### src/hdl/brf_pkg.sv
`timescale 1ns / 1ps
// ----------------------------------------------------------------------------
// brf_pkg
// Shared constants, codes and types of the circular byte fifo block.
// ----------------------------------------------------------------------------
package brf_pkg;

    localparam int CAPACITY_DEF = 1024;
    localparam int LANES_DEF    = 8;

    // field widths of the stream payloads
    localparam int ACTION_W = 2;
    localparam int COUNT_W  = 4;
    localparam int DATA_W   = 64;
    localparam int LEVEL_W  = 11;

    localparam logic [ACTION_W-1:0] ACT_WRITE = 2'd0;
    localparam logic [ACTION_W-1:0] ACT_READ  = 2'd1;
    localparam logic [ACTION_W-1:0] ACT_CLEAR = 2'd2;
    localparam logic [ACTION_W-1:0] ACT_TRIM  = 2'd3;

    localparam logic STATUS_DONE    = 1'b0;
    localparam logic STATUS_REFUSED = 1'b1;

    typedef enum logic [1:0] {
        ST_IDLE,
        ST_READ,
        ST_DIV
    } brf_state_t;

endpackage

### src/hdl/brf_div.sv
`timescale 1ns / 1ps
// ----------------------------------------------------------------------------
// brf_div
// Constant divide of the trim drop by the lane count by reciprocal multiply,
// dividend registered on start, then quotient and remainder registered from it.
// ----------------------------------------------------------------------------
module brf_div
    import brf_pkg::*;
#(
    parameter int DW    = 11,
    parameter int LANES = LANES_DEF
)
(
    input  logic                          clk,
    input  logic                          rst_n,
    input  logic                          start,
    input  logic [DW-1:0]                 dividend,
    output logic                          done,
    output logic [DW-1:0]                 quotient,
    output logic [$clog2(2 * LANES)-1:0]  remainder
);

    localparam int TW = $clog2(2 * LANES);
    // scaled reciprocal, exact for every dividend below 2**DW
    localparam int SH = DW + 4;
    localparam int MW = SH + 1;
    localparam int PW = DW + MW;
    localparam int BKW = DW + 4;
    localparam logic [MW-1:0] RECIP = MW'(((64'd1 << SH) / 64'(LANES)) + 64'd1);

    logic            stage_reg;
    logic            done_reg;
    logic [DW-1:0]   dvd_reg;
    logic [DW-1:0]   quot_reg;
    logic [TW-1:0]   rem_reg;
    logic [PW-1:0]   prod;
    logic [DW-1:0]   quot_next;
    logic [BKW-1:0]  back;
    logic [TW-1:0]   rem_next;

    always_comb
    begin
        prod      = PW'(dvd_reg) * PW'(RECIP);
        quot_next = prod[SH +: DW];
        back      = BKW'(quot_next) * BKW'(LANES);
        rem_next  = TW'(BKW'(dvd_reg) - back);
    end

    always_ff @(posedge clk or negedge rst_n)
    begin
        if (!rst_n)
        begin
            stage_reg <= 1'b0;
            done_reg  <= 1'b0;
        end
        else
        begin
            stage_reg <= start;
            done_reg  <= stage_reg;
        end
    end

    always_ff @(posedge clk)
    begin
        if (start)
        begin
            dvd_reg <= dividend;
        end
        if (stage_reg)
        begin
            quot_reg <= quot_next;
            rem_reg  <= rem_next;
        end
    end

    assign done      = done_reg;
    assign quotient  = quot_reg;
    assign remainder = rem_reg;

endmodule
### config.mk
export PLATFORM = sky130hd
export DESIGN_NAME = brf_div
export DESIGN_NICKNAME = d
export VERILOG_FILES = /design/src/hdl/brf_pkg.sv /design/src/hdl/brf_div.sv
export SDC_FILE = /design/constraint.sdc
export NUM_CORES = 1
export LEC_CHECK = 0
export ABC_AREA = 1
export ABC_CLOCK_PERIOD_IN_PS = 1100
export BUFFER_PORTS_ARGS = -buffer_cell sky130_fd_sc_hd__buf_4
export CAP_MARGIN = 5
export CORE_MARGIN = 3
export CORE_UTILIZATION = 30
export DETAILED_ROUTE_END_ITERATION = 10
export GPL_ROUTABILITY_DRIVEN = 0
export SLEW_MARGIN = 5
export SYNTH_ARGS = -nofsm -noshare
export SYNTH_HDL_FRONTEND = slang
export SYNTH_SLANG_ARGS = --single-unit
### constraint.sdc
create_clock -name clk -period 1.1 [get_ports clk]
set_clock_uncertainty 0.1 [all_clocks]
set_input_delay 0.22 -clock clk [delete_from_list [all_inputs] [get_ports clk]]
set_output_delay 0.22 -clock clk [all_outputs]
set_load 0.03 [all_outputs]
# Yosys cells after proc, flatten, opt, wreduce, memory -nomap -nowiden
# Index checks and enable logic that the tools add are counted.
[op_classes]
addsub = 1
multipliers = 1
[ops]
columns = ["cell", "count"]
rows = [
  ["$mul A11 B13 Y24 const B", 1],
  ["$sub A4 B4 Y4", 1],
]
[totals]
ff_bits = 26
out_inout_bits = 16

# Longest topological paths before layout
[logic_depth]
depth_word = 2
ltp_mapped = 1
depth_no_buf = 0

# Worst setup path after synthesis
# Ideal clock, no wire load.
[synth_path]
path_type = "flip-flop to flip-flop"
startpoint = "reg stage_reg"
endpoint = "reg quot_reg[0], in the netlist quotient[0] (enable)"
setup_ps = 345
arrival_ps = 524
path_slack_ps = 131
stages_incl_launch_ff = 1
n_path_buf = 0
period_less_slack_ps = 969
path_cell_list = "dfrtp_1"
[synth_rtl]
columns = ["element", "line_no", "text"]
rows = [
  ["start, declared", "brf_div.sv:31", "logic stage_reg;"],
  ["start signal, assigned", "brf_div.sv:58", "stage_reg <= start;"],
  ["end signal, assigned", "brf_div.sv:71", "quot_reg <= quot_next;"],
  ["end, declared", "brf_div.sv:34", "logic [DW-1:0] quot_reg;"],
]
# No word-level cell between the ends.

# Worst setup path in the final report
[layout_path]
startpoint = "reg rem_reg[2], in the netlist remainder[2]"
endpoint = "out remainder[2]"
[layout_rtl]
columns = ["element", "line_no", "text"]
rows = [
  ["start, declared", "brf_div.sv:35", "logic [TW-1:0] rem_reg;"],
  ["start signal, assigned", "brf_div.sv:72", "rem_reg <= rem_next;"],
  ["end, declared", "brf_div.sv:20", "output logic [$clog2(2 * LANES)-1:0] remainder"],
]
# No word-level cell between the ends.

==> impl_summary.md <==
Drt
The post-detailed-route via-to-cell ratio is 3.82. After detailed routing, the number of remaining DRC violations is 0. The routed length per instance is 11.3 microns. The count of vias placed by the detailed router is 371. The final layout contains routed wiring with a total length of around 1.1 mm. The number of nets still failing antenna checks after routing is 0. The initial detailed-routing violation count is 2. For this run, the detailed router's first-pass iteration total came to 3.

Global route
The global router's overall resource usage is approximately 7.7%. The number of global-route vias before repair is 396. The remaining global-route overflow is 0. The first-pass GRT wire length is 1.81 mm.

The largest net degree at the start of global routing is 14. The initial antenna violation count is 0.

Worst hold path
The path type of the worst min-delay path is primary input to flip-flop.

Status
The flow ran to the end, but the final reports show violations. The final reports fail on negative setup slack.

Setup path
The critical path's top delay family is flip-flops. The cell with the biggest individual delay on the critical path is edfxtp_1. The required time of the worst setup path is 0.78 ns. STA classifies the critical path startpoint as a flip-flop.

The worst setup path is captured at a primary output. STA puts the critical path data arrival time at slightly below 0.9 ns. The critical path class is flip-flop to primary output. The signal on the critical path passes through buf_6. Counting both buffers and inverters, the worst setup path holds a total of 1. Along the worst path, the maximum fanout reaches 1. For this run, the slowest stage of the critical path takes 0.42 ns.

Timing
Setup violations remaining at the end of the flow were counted as 12. The final worst-path setup slack is -0.0892 ns. The number of hold-slack violations in the final timing report is 0. The tightest hold path in the finished design has a slack of 0.0257 ns.

Setup repair after global routing could not meet its margin everywhere. The final period demand of the worst path is ~1.2 ns. Summed over all failing endpoints, the final setup total negative slack is -0.822 ns. The count of pins over their slew limit was 0. The top achievable clock speed is ~840 MHz. Dividing the final minimum period by the clock period gives 108%.

Floorplan
The area inside the core boundary is 0.00228 sq mm. From bottom edge to top edge, the die measures between 50 and 60 microns. The number of top-level pins is 30.

The die extent in x is 55.8 microns. In this run the core area contains 17 standard-cell rows. The effective utilization at floorplan is 32.7%. The total die area is 0.00312 sq mm.

Cells and area
The number of flip-flops under the largest register name is 11. The total number of nets in the final design is 84. The post-route standard cell area excluding fillers is 0.00115 sq mm. Once layout is complete, the cells apart from fillers number 97. The filler cell count is 183.

The post-route netlist has 43.5% of its cells at a drive strength greater than 1. From synthesis to final layout, the design area changed by 54.6%. The number of antenna diodes in the final layout is 0.

The fraction of the core area covered by cells at the end of the flow is 50.6%.

Flow run
The total of max-cap violations is 0.

Logic synthesis
After synthesis, the mean cell area works out to 25.7 sq um. The proportion of netlist area held by the largest area contributor is 88.7%. Synthesis produced a netlist whose cell count is 29. The synthesized design spends more area on one cell type than any other, namely edfxtp_1. Sequential elements use 95.5% of the synthesized area. By area the synthesized netlist is led by edfxtp_1 89%, dfrtp_1 6.7%, buf_4 4.0%. The number of distinct standard cells referenced by the synthesized netlist is 4. The mapped netlist covers roughly 740 sq um. The synthesized flop and latch total is 24. The count of synthesis-stage warnings from yosys is 0.

Placed design
The number of buffers added on ports is 25. The instance area at placement is about 950 sq um. The number of instances in the placed design is 81.

Power and ir drop
The worst-case vdd ir drop is 0.00105 V. Dividing total power by cell area gives a power density of 1570 mW/mm^2. Summed over all cells, the static leakage comes to between 0.4 and 0.5 nW.

Clock tree
The CTS root buffer is clkbuf_4. The number of CTS-inserted buffers is 3. CTS built an H-tree with a depth of 1.

The source-to-sink clock delay at the later pin of the worst-skew pair is 0.30 ns. Once the clock tree was built, the setup fixing pass inserted 0 buffers. The clock-pin slew reported for the worst setup and hold paths after clock tree synthesis is 0.12 ns. The tree built by TritonCTS fans out to 24 sinks. The TritonCTS clock tree is built. The number of buffers between clock root and the deepest sink is 2.
==> synth_stat cells, drive strengths merged <==
| master | instances |
|---|---|
| dfrtp | 2 |
| conb | 1 |
| buf | 4 |
| edfxtp | 22 |
==> timing repair <==
| item | in CTS | in global routing |
|---|---|---|
| hold endpoints to repair | 13 | 0 |
| setup endpoints to repair | 12 | 23 |
| hold buffers | 12 | 0 |
| gates resized for setup | 12 | 1 |
| cloned | 0 | 0 |
| pin swaps | 0 | 0 |
==> final timing paths <==
kind                                        startpoint                     end  slack (ns)  depth (start not counted)
worst max-delay path            remainder[2]$_DFFE_PP_            remainder[2]       -0.09                          1
worst min-delay path                             start     stage_reg$_DFF_PN0_        0.03                          1
worst max register to register     stage_reg$_DFF_PN0_  remainder[2]$_DFFE_PP_        0.17                          0
worst min register to register    dvd_reg[0]$_DFFE_PP_  remainder[0]$_DFFE_PP_        0.33                          0
max in group asynchronous                        rst_n     stage_reg$_DFF_PN0_        0.67                          2
min in group asynchronous                        rst_n     stage_reg$_DFF_PN0_        0.13                          2
==> cell families (layout without fill, tap and decap cells) <==
family	after synthesis	after routing	share of synthesized area, %
flops	24	24	95.5
buf+inv	4	41	4.03
other cells	1	4	0.504
==> per-stage QoR <==
step | power, mW | setup WS [ns]
after floorplan | 1.23 | 0.131
after global placement | 1.33 | 0.0814
after detailed placement | 1.33 | 0.0386
after CTS | 1.83 | -0.112
after global routing | 1.88 | -0.143
final | 1.81 | -0.0892
==> power breakdown <==
group	switching, mW	internal, mW	total, mW	leakage, nW
clock	0.233	0.202	0.435	0.0210
combinational	0.132	0.127	0.259	0.198
sequential	0.0342	1.08	1.12	0.238
==> cell type report <==
type | count | area (sq um) | share of cell area [%]
sequential | 24 | 712 | 61.8
tap | 28 | 35.0 | 3.04
multi-input combinational | 4 | 15.0 | 1.30
clock buffer | 4 | 36.3 | 3.15
timing repair buffer | 37 | 353 | 30.7
==> placed cells by master (no fill, tap or decap) <==
master / instances
dlygate4sd3_1: 12
buf_4: 13
edfxtp_1: 22
clkbuf_8: 1
dfrtp_2: 1
conb_1: 4
clkbuf_4: 3
buf_6: 12
dfrtp_1: 1
==> metal layers <==
| layer | up-vias | wire [microns] | track usage, % |
|---|---|---|---|
| met3 | 2 | 86 | 2.78 |
| met4 | 0 | 8 | 4.07 |
| met5 | - | 0 | 0 |
| met2 | 16 | 543 | 12.3 |
| met1 | 171 | 462 | 8.91 |
| li1 | 182 | - | - |
Note: power is estimated with default switching activity, not from simulation.
